File: src/design/ght_pkg.sv
package ght_pkg;

  // request codes
  localparam logic [1:0] REQ_CREATE  = 2'd0;
  localparam logic [1:0] REQ_DESTROY = 2'd1;
  localparam logic [1:0] REQ_RESOLVE = 2'd2;

  // result status codes
  localparam logic [1:0] STATUS_OK           = 2'd0;
  localparam logic [1:0] STATUS_INVALID      = 2'd1;
  localparam logic [1:0] STATUS_FULL         = 2'd2;
  localparam logic [1:0] STATUS_BACKING_FAIL = 2'd3;

  typedef struct packed {
    logic [1:0]  req_type;
    logic [7:0]  handle_index;
    logic [31:0] handle_generation;
    logic [63:0] entry_data;
    logic        backing_ok;
  } ght_req_t;

  typedef struct packed {
    logic [1:0]  status;
    logic [7:0]  out_index;
    logic [31:0] out_generation;
    logic [63:0] out_data;
  } ght_rsp_t;

  // controller to datapath
  typedef struct packed {
    logic       load;
    logic       pop;
    logic       take_fresh;
    logic       take_handle;
    logic       take_stack;
    logic       slot_wr;
    logic       pay_wr;
    logic       push;
    logic       emit;
    logic [1:0] status;
  } ght_cmd_t;

  // datapath to controller
  typedef struct packed {
    logic [1:0] req_type;
    logic       backing_ok;
    logic       stack_empty;
    logic       fresh_avail;
    logic       range_ok;
    logic       slot_live;
    logic       gen_match;
  } ght_sts_t;

endpackage

File: src/design/ght_ctrl.sv
module ght_ctrl import ght_pkg::*; (
  input  logic     clk_i,
  input  logic     rst_ni,
  input  logic     start,
  output logic     busy,
  input  ght_sts_t sts_i,
  output ght_cmd_t cmd_o
);

  localparam logic [2:0] S_IDLE    = 3'd0;
  localparam logic [2:0] S_DECODE  = 3'd1;
  localparam logic [2:0] S_POP     = 3'd2;
  localparam logic [2:0] S_SLOT_RD = 3'd3;
  localparam logic [2:0] S_CHECK   = 3'd4;

  logic [2:0] state_q, state_d;
  logic       handle_good;

  assign handle_good = sts_i.slot_live && sts_i.gen_match;
  assign busy        = (state_q != S_IDLE);

  always_comb begin
    state_d = state_q;
    cmd_o   = '0;
    unique case (state_q)
      S_IDLE: begin
        if (start) begin
          cmd_o.load = 1'b1;
          state_d    = S_DECODE;
        end
      end
      S_DECODE: begin
        unique case (sts_i.req_type)
          REQ_CREATE: begin
            if (!sts_i.stack_empty) begin
              cmd_o.pop = 1'b1;
              state_d   = S_POP;
            end else if (sts_i.fresh_avail) begin
              cmd_o.take_fresh = 1'b1;
              state_d          = S_SLOT_RD;
            end else begin
              cmd_o.emit   = 1'b1;
              cmd_o.status = STATUS_FULL;
              state_d      = S_IDLE;
            end
          end
          REQ_DESTROY, REQ_RESOLVE: begin
            if (sts_i.range_ok) begin
              cmd_o.take_handle = 1'b1;
              state_d           = S_SLOT_RD;
            end else begin
              cmd_o.emit   = 1'b1;
              cmd_o.status = STATUS_INVALID;
              state_d      = S_IDLE;
            end
          end
          default: begin
            cmd_o.emit   = 1'b1;
            cmd_o.status = STATUS_INVALID;
            state_d      = S_IDLE;
          end
        endcase
      end
      S_POP: begin
        cmd_o.take_stack = 1'b1;
        state_d          = S_SLOT_RD;
      end
      S_SLOT_RD: begin
        state_d = S_CHECK;
      end
      S_CHECK: begin
        cmd_o.emit = 1'b1;
        state_d    = S_IDLE;
        unique case (sts_i.req_type)
          REQ_CREATE: begin
            cmd_o.slot_wr = 1'b1;
            if (sts_i.backing_ok) begin
              cmd_o.pay_wr = 1'b1;
              cmd_o.status = STATUS_OK;
            end else begin
              cmd_o.push   = 1'b1;
              cmd_o.status = STATUS_BACKING_FAIL;
            end
          end
          REQ_DESTROY: begin
            if (handle_good) begin
              cmd_o.slot_wr = 1'b1;
              cmd_o.push    = 1'b1;
              cmd_o.status  = STATUS_OK;
            end else begin
              cmd_o.status = STATUS_INVALID;
            end
          end
          default: begin
            cmd_o.status = handle_good ? STATUS_OK : STATUS_INVALID;
          end
        endcase
      end
      default: begin
        state_d = S_IDLE;
      end
    endcase
  end

  always_ff @(posedge clk_i or negedge rst_ni) begin
    if (!rst_ni) begin
      state_q <= S_IDLE;
    end else begin
      state_q <= state_d;
    end
  end

  a_emit_ends: assert property (@(posedge clk_i) disable iff (!rst_ni)
    cmd_o.emit |=> state_q == S_IDLE)
    else $error("result emitted without returning to idle");

  a_accept_decodes: assert property (@(posedge clk_i) disable iff (!rst_ni)
    (start && !busy) |=> state_q == S_DECODE)
    else $error("accepted transaction not decoded");

endmodule

File: config.mk
export PLATFORM = sky130hd
export DESIGN_NAME = ght_ctrl
export DESIGN_NICKNAME = d
export VERILOG_FILES = /design/src/design/ght_pkg.sv /design/src/design/ght_ctrl.sv
export SDC_FILE = /design/constraint.sdc
export NUM_CORES = 1
export LEC_CHECK = 0
export ABC_AREA = 1
export BUFFER_PORTS_ARGS = -buffer_cell sky130_fd_sc_hd__buf_2
export CAP_MARGIN = 5
export CELL_PAD_IN_SITES_DETAIL_PLACEMENT = 1
export CELL_PAD_IN_SITES_GLOBAL_PLACEMENT = 1
export CORE_MARGIN = 8
export CORE_UTILIZATION = 27
export DETAILED_ROUTE_END_ITERATION = 12
export PLACE_DENSITY = 0.89
export SETUP_SLACK_MARGIN = 0.3
export SYNTH_ARGS = -nofsm -noshare
export SYNTH_HDL_FRONTEND = slang
export SYNTH_SLANG_ARGS = --single-unit
File: constraint.sdc
create_clock -name clk_i -period 1.75 [get_ports clk_i]
set_input_delay 0.2625 -clock clk_i [delete_from_list [all_inputs] [get_ports clk_i]]
set_output_delay 0.2625 -clock clk_i [all_outputs]
set_load 0.01 [all_outputs]
Word level (Yosys, flattened, before mapping)

Index checks and enable logic that the tools add are counted.

Bits in registers: 3
Output and inout port bits: 12
Logic and storage cells: 44

Equal/unequal tests: 7
Muxes and demuxes: 31
Reductions and logical operators: 5

Operator list:

| cell                                          | number |
|---|---|
| 2-to-1 mux 3 bit                              | 6 |
| one-hot mux 3 bit (2 select lines)            | 3 |
| 2-to-1 mux 1 bit                              | 13 |
| 2-to-1 mux 2 bit                              | 6 |
| one-hot mux 3 bit (4 select lines)            | 1 |
| == test 3 x 2 -> 1 bit, second input constant | 2 |
| one-hot mux 1 bit (2 select lines)            | 2 |
| == test 3 x 1 -> 1 bit, second input constant | 1 |
| == test 3 bit, second input constant          | 1 |
| zero test 3 bit                               | 1 |
| nonzero test 3 bit                            | 1 |
| == test 2 x 1 -> 1 bit, second input constant | 1 |
| == test 2 bit, second input constant          | 1 |
| zero test 2 bit                               | 1 |
| != test 2 bit, second input constant          | 1 |
| OR reduction 2 bit                            | 1 |
| logical AND 1 bit                             | 1 |

Longest topological paths before layout

Gate-level depths: netlist of the first run.

Word-level depth: 4
Mapped depth: 6

Worst setup path before layout of the first run

Ideal clock, no wire load.

Path kind: input to output
Start point: in sts_i[7] (netlist bit)
End point: out cmd_o[1] (netlist bit)
Arrival time: 1.017 ns
Path slack: 0.470 ns
Stages on the path: 5
Path buffers: 0
Cell sequence: inv_1 -> ha_1 -> inv_1 -> or2_1 -> o22ai_1

RTL lines:

| what        | line          | RTL |
|---|---|---|
| from (decl) | ght_ctrl.sv:6 | `input ght_sts_t sts_i,` |
| to (decl)   | ght_ctrl.sv:7 | `output ght_cmd_t cmd_o` |

==> results.rst, run 1 <==
.. list-table::
   :header-rows: 1

   * - Metric
     - Value
   * - Max FFs per register
     - 3
   * - Sequential-to-total area share from yosys stat
     - 21.05%
   * - Leakage
     - 0.0003680 uW
   * - Global Route Usage Sum
     - 11.63%
   * - 1st-iter DRT viols
     - 8
   * - Leading post-synthesis cells by cell area
     - dfrtp_1 21%, ha_1 14%, nand2_1 11%
   * - FILL cells
     - 172
   * - Input/output buffers
     - 22
   * - Grt ovf
     - 0
   * - Nets
     - 109
   * - Number of max-slew violations in the final report
     - 0
   * - Status
     - completed
   * - Yosys warns
     - 0
   * - Largest clock skew in the final design
     - 0.002355 ns
   * - Setup WS pre-CTS
     - 0.1989 ns
   * - Worst-path cell chain
     - inv_2 -> nand2_4 -> nor2_4 -> nand2_2 -> o22ai_2 -> buf_2
   * - Final estimated routing congestion in global placement
     - 0.7559
   * - Post-synth top flop
     - dfrtp_1
   * - Worst-case headroom to the max-slew limit
     - 78.30%
   * - Register ranked first by flip-flop count
     - state_q
   * - Ys async rst share
     - 100.0%
   * - Count of inserted antenna diode cells
     - 0
   * - Core region area
     - 0.001269 mm2
   * - Combinational power share
     - 70.0%
   * - Power per standard cell area
     - 1267 mW/mm2
   * - Netlist cell types
     - 18
   * - Cts bufs inserted
     - 3
   * - Summed instance area of the synthesized netlist
     - 356.6 um2
   * - Layout-stage area growth over the synthesis result
     - 90.53%
   * - Final sum of negative setup slack
     - 0 ns
   * - Initial DRT Pass Iterations
     - 4
   * - Detail-routed via count per cell
     - 4.759
   * - Root Buffer Master
     - clkbuf_4
   * - Top post-synthesis cells by count
     - 10 x nand2_1, 8 x inv_1, 7 x nand3_1, 5 x nor2_1, 4 x ha_1
   * - Leading cell type by number of instances after synthesis
     - nand2_1
   * - Worst-Margin Slew
     - 0.3231 ns
   * - Flop-to-flop setup slack
     - 0.59 ns
   * - Min Clock Period, post-route
     - 1.554 ns
   * - Critical setup path kind
     - reg -> out
   * - Crit Path Max Fanout
     - 5
   * - Clock sinks
     - 3
   * - Proportion of power drawn by the clock network
     - 14.0%
   * - Register area
     - 76.32 um2
   * - Sequential share of power
     - 16.0%
   * - Stage delay of the slowest cell on the critical path
     - 0.40 ns
   * - Gate count of the mapped netlist
     - 55
   * - Remaining design rule violation count
     - 0
   * - Library cell contributing the largest single delay on the critical path
     - dfrtp_1
   * - Number of antenna violations at the first check in global routing
     - 0
   * - Die extent in y
     - 52.34 um
   * - Post-CTS clock slew at the launch and capture registers of the worst setup and hold paths
     - 0.04 ns
   * - Arrival time worst endpoint
     - 1.29 ns
   * - Largest area contributor in the netlist
     - dfrtp_1
   * - Num ports
     - 23
   * - TritonCTS clock tree
     - yes
   * - Worst Path Required
     - 1.49 ns
   * - Maximum clock frequency
     - 643.6 MHz
   * - Number of synthesized register bits
     - 3
   * - Mapped Nets
     - 70
   * - Final hold violation count
     - 0
   * - Switching pwr
     - 395.1 uW
   * - Worst hold path class
     - in -> async
   * - H-tree Lvls
     - 1
   * - Pin count of the biggest net entering global routing
     - 7
   * - Least setup slack across all paths after layout
     - 0.1962 ns
   * - Leading registers by flop count
     - state_q (3)
   * - Number of vias in the routed layout
     - 514
   * - Post-Route WL
     - 1668 um
   * - Routed Antenna Nets
     - 0
   * - Post-DR wirelength/cell
     - 15.44 um
   * - Number of setup violations in the final report
     - 0
   * - Die outline width
     - 52.34 um
   * - Maximum Capacitance Violations
     - 0
   * - Maximum ir drop on the vdd rail
     - 0.6128 mV
   * - Detailed placer's ending HPWL
     - 1058 um
   * - Internal power
     - 466.0 uW
   * - Total Die Area
     - 0.002739 mm2
   * - Vias in the first global route
     - 558
   * - FF-to-FF path depth
     - 6
   * - Switching share of power
     - 45.88%
   * - Number of enable flip-flop cells after synthesis
     - 0
   * - Syn avg cell area
     - 6.483 um2
   * - Initial core utilization
     - 28.11%
   * - Clock latency on the worst-skew pair
     - 0.23 ns
   * - Fraction of post-synthesis cell area in the top cell type by area
     - 21.05%
   * - Ratio of cells with drive above 1 in the final layout
     - 61.29%
   * - Type of origin of the critical path
     - flop
   * - Total area of multi-input combinational cells
     - 304.0 um2
   * - Critical Path Sink Type
     - output port
   * - Core Rows
     - 13
   * - First-pass GRT wire length
     - 2428 um
   * - Final cycle utilization of the critical path
     - 88.79%
   * - Clock buffer depth
     - 2
   * - RSZ-0062 raised after global routing
     - yes
==> area by class of cell <==
| class | instances | share of cell area, % |
|---|---|---|
| clock buffer | 4 | 3.867 |
| tap | 15 | 2.762 |
| multi-input combinational | 41 | 44.75 |
| inverter | 11 | 6.446 |
| sequential | 3 | 11.23 |
| timing repair buffer | 34 | 30.94 |
==> final timing paths <==
| check | start | endpoint |
|---|---|---|
| max | state_q[2] | cmd_o[1] |
| min reg2reg | state_q[0] | state_q[0] |
| max reg2reg | state_q[2] | state_q[0] |
| min in group clk_i | start | state_q[0] |
| min | rst_ni | state_q[1] |
| max in group asynchronous | rst_ni | state_q[0] |
==> what timing repair did <==
action                     in CTS  in global routing
pin swaps                       6                  4
setup buffers                   6                  5
setup endpoints to repair       7                 11
hold endpoints to repair        3                  0
resized for setup               8                 13
hold buffers                    1                  0
==> layout by cell type, fill, tap and decap left out, types with 3 or more instances in the layout <==
cell      netlist  routed
buf_2           0      22
nand2_1        10       9
buf_4           0       9
inv_2           3       6
nand3_1         7       5
inv_1           8       4
nor2_1          5       4
ha_1            4       3
clkbuf_4        0       3
==> per-layer routing <==
layer / global-route usage (%) / part of all wire (%) / up-vias
met5: 0 / 0 / -
met2: 20.75 / 54 / 17
met4: 6.897 / 1.4 / 0
met1: 11.84 / 40 / 244
li1: - / - / 251
met3: 2.841 / 4.5 / 2
==> power groups by stage <==
| stage | logic (uW) | clock network, uW | registers (uW) |
|---|---|---|---|
| floorplan | 224 | 0 | 122 |
| global placement | 332 | 0 | 125 |
| detailed placement | 344 | 0 | 127 |
| CTS | 430 | 124 | 124 |
| global route | 650 | 133 | 140 |
| finish | 603 | 120 | 138 |
==> logic make-up after synthesis <==
kind of cell               after synthesis  share of synthesized area, %
AOI/OAI and AO/OA                       10                         16.84
adders and majority gates                4                         14.04
buffers and inverters                   11                         11.58
DFF                                      3                         21.05
and+or+nand+nor                         27                         36.49
==> metrics by stage <==
step,cells,hold slack [ns],instance area [um2],util [%],power (uW)
3_3_place_gp,92,0.05770,485.5,38.26,456.7
6_report,108,0.3563,679.4,53.55,861.1
4_1_cts,103,0.3458,593.1,46.75,678.7
5_1_grt,108,0.3680,679.4,53.55,923.1
3_5_place_dp,92,0.06097,485.5,38.26,470.9
2_1_floorplan,55,-0.03309,356.6,-,345.2
==> critical path: cells and delay by family (launching register included) <==
| kind | cells | cell delay, ns |
|---|---|---|
| AOI/OAI and AO/OA | 1 | 0.10 |
| DFF | 1 | 0.40 |
| buffers and inverters | 2 | 0.25 |
| and+or+nand+nor | 3 | 0.31 |
Note: power is estimated with default switching activity, not from simulation.
==> run 2: changes to the inputs <==
Settings changed: CTS_CLUSTER_DIAMETER from default to 100, RECOVER_POWER from default to 25.
==> run 2 against run 1 <==
  * Fmax barely moved
  * Clock-buffer cell count unchanged
  * Utilization down 0.099 points
  * Final cell count unchanged
  * Combinational power hardly changed
  * Sequential cell count stayed put
  * Register-to-register slack about the same
==> results.rst, run 2 (same netlist as run 1, synthesis figures left out) <==
.. list-table::
   :header-rows: 1

   * - Metric
     - Value
   * - Routed Antenna Nets
     - 0
   * - FF-to-FF path depth
     - 6
   * - Input/output buffers
     - 22
   * - Number of max-slew violations in the final report
     - 0
   * - Final cycle utilization of the critical path
     - 88.80%
   * - Register ranked first by flip-flop count
     - state_q
   * - Vias in the first global route
     - 558
   * - RSZ-0062 raised after global routing
     - yes
   * - Remaining design rule violation count
     - 0
   * - Sum of internal, switching and leakage power
     - 859.1 uW
   * - Root Buffer Master
     - clkbuf_4
   * - Num ports
     - 23
   * - Cts bufs inserted
     - 3
   * - Number of antenna violations at the first check in global routing
     - 0
   * - Post-DR wirelength/cell
     - 15.44 um
   * - Type of origin of the critical path
     - flop
   * - Core Rows
     - 13
   * - Critical setup path kind
     - reg -> out
   * - Critical Path Sink Type
     - output port
   * - Leakage
     - 0.0003654 uW
   * - Crit Path Max Fanout
     - 5
   * - Maximum clock frequency
     - 643.5 MHz
   * - Post-place instance area
     - 485.5 um2
   * - Worst hold path class
     - in -> async
   * - Final hold violation count
     - 0
   * - Total area of multi-input combinational cells
     - 304.0 um2
   * - Arrival time worst endpoint
     - 1.29 ns
   * - Number of vias in the routed layout
     - 512
   * - Post-CTS clock slew at the launch and capture registers of the worst setup and hold paths
     - 0.04 ns
   * - Die outline width
     - 52.34 um
   * - Post-Route WL
     - 1668 um
   * - Layout-stage area growth over the synthesis result
     - 90.18%
   * - Number of setup violations in the final report
     - 0
   * - Clock latency on the worst-skew pair
     - 0.23 ns
   * - Core region area
     - 0.001269 mm2
   * - 1st-iter DRT viols
     - 9
   * - Total Die Area
     - 0.002739 mm2
   * - FILL cells
     - 172
   * - Initial DRT Pass Iterations
     - 4
   * - Clock sinks
     - 3
   * - Die extent in y
     - 52.34 um
   * - Nets
     - 109
   * - Largest clock skew in the final design
     - 0.002355 ns
   * - Status
     - completed
   * - Clock buffer depth
     - 2
   * - H-tree Lvls
     - 1
   * - Most common cell after layout, fill and taps aside
     - buf_2
   * - Ratio of cells with drive above 1 in the final layout
     - 59.14%
   * - TritonCTS clock tree
     - yes
   * - Leading registers by flop count
     - state_q (3)
   * - Worst-case headroom to the max-slew limit
     - 78.38%
   * - Most used cells in the layout excluding fill and tap cells
     - 21 x buf_2, 9 x nand2_1, 9 x buf_4
   * - Worst-Margin Slew
     - 0.3218 ns
   * - Global Route Usage Sum
     - 11.63%
   * - Max FFs per register
     - 3
   * - Min Clock Period, post-route
     - 1.554 ns
   * - Count of inserted antenna diode cells
     - 0
   * - First-pass GRT wire length
     - 2428 um
   * - Detailed placer's ending HPWL
     - 1058 um
   * - Worst Path Required
     - 1.49 ns
   * - Register area
     - 76.32 um2
   * - Final std cell area, no fill
     - 678.2 um2
   * - Pin count of the biggest net entering global routing
     - 7
   * - Initial core utilization
     - 28.11%
   * - Maximum ir drop on the vdd rail
     - 0.6088 mV
   * - Grt ovf
     - 0
   * - Detail-routed via count per cell
     - 4.741
   * - Final sum of negative setup slack
     - 0 ns
   * - Final estimated routing congestion in global placement
     - 0.7559
   * - Maximum Capacitance Violations
     - 0
   * - Power per standard cell area
     - 1267 mW/mm2
==> run 2: changes by cell type in the layout (fill, tap and decap cells not counted), sizes merged <==
cell and change:
clkbuf +1, buf -1
==> run 2: final cells by class <==
type	count	share of cell area, %
multi-input combinational	41	44.83
timing repair buffer	34	30.81
sequential	3	11.25
inverter	11	6.458
clock buffer	4	3.875
tap	15	2.768
==> run 2: path summary, 6_finish.rpt <==
| kind | startpoint | to | slack [ns] |
|---|---|---|---|
| setup / recovery | state_q[2] | cmd_o[1] | 0.20 |
| hold / removal | rst_ni | state_q[1] | 0.37 |
| setup reg to reg | state_q[2] | state_q[0] | 0.59 |
| hold reg to reg | state_q[0] | state_q[0] | 0.55 |
| max in group asynchronous | rst_ni | state_q[0] | 1.22 |
| min in group clk_i | start | state_q[0] | 0.39 |
==> run 2: what timing repair did <==
item | in CTS | in global routing
hold buffers | 1 | 0
pin swaps | 6 | 4
resized for setup | 8 | 13
cloned | 0 | 0
setup endpoints to repair | 7 | 11
endpoints found under the hold margin | 3 | 0
setup buffers | 6 | 5
==> run 2: critical path, stage by stage, from the launching register on <==
cell,delay (ns)
dfrtp_1,0.40
inv_2,0.10
nand2_4,0.06
nor2_4,0.15
nand2_2,0.10
o22ai_2,0.10
buf_2,0.15
==> run 2: per-layer routing <==
layer	vias to the layer above	part of all wire, %	track usage, %
met2	15	54	20.75
met1	244	40	11.84
met5	-	0	0
li1	251	-	-
met3	2	4.3	2.841
met4	0	1.4	6.897
==> run 2: stage by stage <==
step | std cells | util (%) | hold slack [ns] | setup WS (ns)
floorplan | 55 | - | -0.03309 | 0.4703
detailed placement | 92 | 38.26 | 0.06097 | 0.1989
global placement | 92 | 38.26 | 0.05770 | 0.2797
CTS | 103 | 46.75 | 0.3458 | 0.2251
global route | 108 | 53.45 | 0.3852 | 0.1289
finish | 108 | 53.45 | 0.3670 | 0.1960
==> run 2: power by group <==
part	internal [uW]	leakage [uW]	switching, uW	total (uW)
clock network	85.4	0.0000150	34.9	120
logic	281	0.000313	321	602
registers	99.0	0.0000378	37.9	137
==> run 3: changes to the inputs <==
Settings changed: ABC_AREA 1 to default, CORE_UTILIZATION 27 to 28, PLACE_DENSITY 0.89 to 0.9.
==> run 3 against run 2 <==
  * Via count is 5.5% lower
  * Global-route usage is 1.2 points lower
  * Synthesized cell count shrank 7.3%
  * Worst setup slack got worse by 0.095 ns
  * Design area decreased by 15%
  * Synthesized area increased by 2.1%
  * Non-clock buffer count down 6
  * Combinational power decreased by 35%
  * Utilization shrank 7.3 points
  * Critical endpoint is now cmd_o[0]
==> results.rst, run 3 <==
.. list-table::
   :header-rows: 1

   * - Metric
     - Value
   * - Status
     - completed
   * - Type of origin of the critical path
     - flop
   * - Final hold slack
     - 0.3542 ns
   * - Final cycle utilization of the critical path
     - 94.24%
   * - Ys async rst share
     - 100.0%
   * - Maximum clock frequency
     - 606.3 MHz
   * - Summed instance area of the synthesized netlist
     - 364.1 um2
   * - Die outline width
     - 52.06 um
   * - Post-DR wirelength/cell
     - 13.73 um
   * - Gate count of the mapped netlist
     - 51
   * - Post-CTS clock slew at the launch and capture registers of the worst setup and hold paths
     - 0.04 ns
   * - Final estimated routing congestion in global placement
     - 0.7532
   * - Maximum ir drop on the vdd rail
     - 0.3604 mV
   * - Fraction of post-synthesis cell area in the top cell type by area
     - 20.62%
   * - Worst hold path class
     - in -> reg
   * - Detailed placer's ending HPWL
     - 1029 um
   * - End point of the critical path
     - cmd_o[0]
   * - Max FFs per register
     - 3
   * - Beginning of the worst register-to-register path
     - state_q[0]
   * - RSZ-0062 raised after global routing
     - yes
   * - Initial DRT Pass Iterations
     - 4
   * - Initial core utilization
     - 29.07%
   * - Count of inserted antenna diode cells
     - 0
   * - Netlist cell types
     - 24
   * - Final hold violation count
     - 0
   * - Crit Path Max Fanout
     - 8
   * - FF-to-FF path depth
     - 4
   * - Routed Antenna Nets
     - 0
   * - H-tree Lvls
     - 1
   * - Total area of multi-input combinational cells
     - 269.0 um2
   * - Register ranked first by flip-flop count
     - state_q
   * - Leading post-synthesis cells by cell area
     - dfrtp_1 21%, ha_1 14%, inv_1 8.2%
   * - Detail-routed via count per cell
     - 5.042
   * - Flop-to-flop setup slack
     - 0.47 ns
   * - FILL cells
     - 160
   * - Maximum Capacitance Violations
     - 0
   * - 1st-iter DRT viols
     - 6
   * - Largest clock skew in the final design
     - 0.001282 ns
   * - Nets
     - 97
   * - Yosys warns
     - 0
   * - Number of vias in the routed layout
     - 484
   * - Most used cells in the layout excluding fill and tap cells
     - 21 x buf_2, 8 x inv_1, 5 x nor2_1, 5 x buf_4
   * - Input/output buffers
     - 22
   * - Min Clock Period, post-route
     - 1.649 ns
   * - Arrival time worst endpoint
     - 1.39 ns
   * - Sum of internal, switching and leakage power
     - 654.3 uW
   * - Cts bufs inserted
     - 3
   * - Number of setup violations in the final report
     - 0
   * - Global Route Usage Sum
     - 10.44%
   * - Core region area
     - 0.001252 mm2
   * - Worst-Margin Slew
     - 0.2970 ns
   * - Post-Route WL
     - 1318 um
   * - Grt ovf
     - 0
   * - Num ports
     - 23
   * - Clock latency on the worst-skew pair
     - 0.24 ns
   * - Clock buffer depth
     - 2
   * - Leading registers by flop count
     - state_q (3)
   * - Number of synthesized register bits
     - 3
   * - Number of enable flip-flop cells after synthesis
     - 0
   * - Worst Path Required
     - 1.49 ns
   * - Sequential-to-total area share from yosys stat
     - 20.62%
   * - Leakage
     - 0.0003127 uW
   * - Final sum of negative setup slack
     - 0 ns
   * - Syn avg cell area
     - 7.139 um2
   * - Core Rows
     - 13
   * - Largest area contributor in the netlist
     - dfrtp_1
   * - Remaining design rule violation count
     - 0
   * - Post-synth top flop
     - dfrtp_1
   * - Pin count of the biggest net entering global routing
     - 9
   * - Leading cell type by number of instances after synthesis
     - inv_1
   * - Ratio of cells with drive above 1 in the final layout
     - 46.91%
   * - Critical Path Sink Type
     - output port
   * - Most common cell after layout, fill and taps aside
     - buf_2
   * - Top post-synthesis cells by count
     - 8 x inv_1, 5 x nor2_1, 4 x ha_1, 4 x o21ai_0
   * - Vias in the first global route
     - 512
   * - Register area
     - 77.57 um2
   * - Number of max-slew violations in the final report
     - 0
   * - Critical setup path kind
     - reg -> out
   * - Total Die Area
     - 0.002710 mm2
   * - Worst-case headroom to the max-slew limit
     - 80.16%
   * - Power per standard cell area
     - 1132 mW/mm2
   * - TritonCTS clock tree
     - yes
   * - First-pass GRT wire length
     - 2152 um
   * - Clock sinks
     - 3
   * - Placed cell count
     - 86
   * - Final non-filler cell total
     - 96
   * - Mapped Nets
     - 66
   * - CP startpoint
     - state_q[0]
   * - Die extent in y
     - 52.06 um
   * - Root Buffer Master
     - clkbuf_4
   * - Layout-stage area growth over the synthesis result
     - 58.76%
   * - Number of antenna violations at the first check in global routing
     - 0
   * - Reg-to-reg critical path endpoint
     - state_q[1]
[run 3: kinds of logic (layout without fill, tap and decap cells)]
kind of cell	count (synthesis)	in the layout	share of synthesized area, %
AND/OR/NAND/NOR	21	21	30.59
AO/OA/AOI/OAI	13	13	23.37
buffers and inverters	10	40	11.68
adder cells (fa/ha/maj)	4	4	13.75
flip-flops	3	3	20.62
[run 3: worst max-delay path: stages (launching register included)]
cell,delay [ns]
dfrtp_2,0.41
or3b_4,0.44
o22ai_2,0.15
buf_2,0.15
[run 3: metrics by stage]
stage / area (um2) / worst slack, ns / util [%]
5_1_grt: 578.1 / 0.03767 / 46.15
2_1_floorplan: 364.1 / 0.3042 / -
3_3_place_gp: 480.5 / 0.2088 / 38.36
4_1_cts: 573.1 / 0.09700 / 45.75
6_report: 578.1 / 0.1007 / 46.15
3_5_place_dp: 480.5 / 0.2005 / 38.36
[run 3: worst min path at each step]
stage	depth (start not counted)	slack (ns)	end	start
global placement	1	0.06	state_q[2]	rst_ni
global route	3	0.38	state_q[0]	sts_i[3]
CTS	2	0.35	state_q[2]	rst_ni
finish	3	0.35	state_q[0]	sts_i[3]
detailed placement	1	0.06	state_q[0]	rst_ni
floorplan	0	-0.03	state_q[0]	rst_ni
[run 3: what timing repair did]
item	4_1_cts	5_1_grt
gates cloned	0	0
endpoints found under the hold margin	3	0
setup buffers	5	0
resized for setup	6	1
hold buffers	1	0
pin swaps	5	1
setup endpoints to repair	12	12
[run 3: report_power, final]
part           total (uW)  leakage, uW  internal (uW)  switching [uW]
combinational         394     0.000261            205             189
clock                 125    0.0000150           85.7            39.4
sequential            135    0.0000367           98.4            36.9
total                 654     0.000313            389             265
[run 3: cell type report]
class / count / share of cell area (%)
repair buffers: 28 / 27.06
clock buffers: 4 / 4.545
well taps: 15 / 3.247
multi-input cells: 38 / 46.54
flip-flops and latches: 3 / 13.42
inverters: 8 / 5.195
[run 3: routing by layer]
| metal | routed length [um] | GRT usage [%] | vias to the layer above | share of wire (%) |
|---|---|---|---|---|
| met5 | 0 | 0 | - | 0 |
| met2 | 681 | 19.40 | 19 | 52 |
| li1 | - | - | 236 | - |
| met1 | 483 | 8.401 | 229 | 37 |
| met4 | 0 | 1.327 | 0 | 0 |
| met3 | 153 | 8.547 | 0 | 12 |
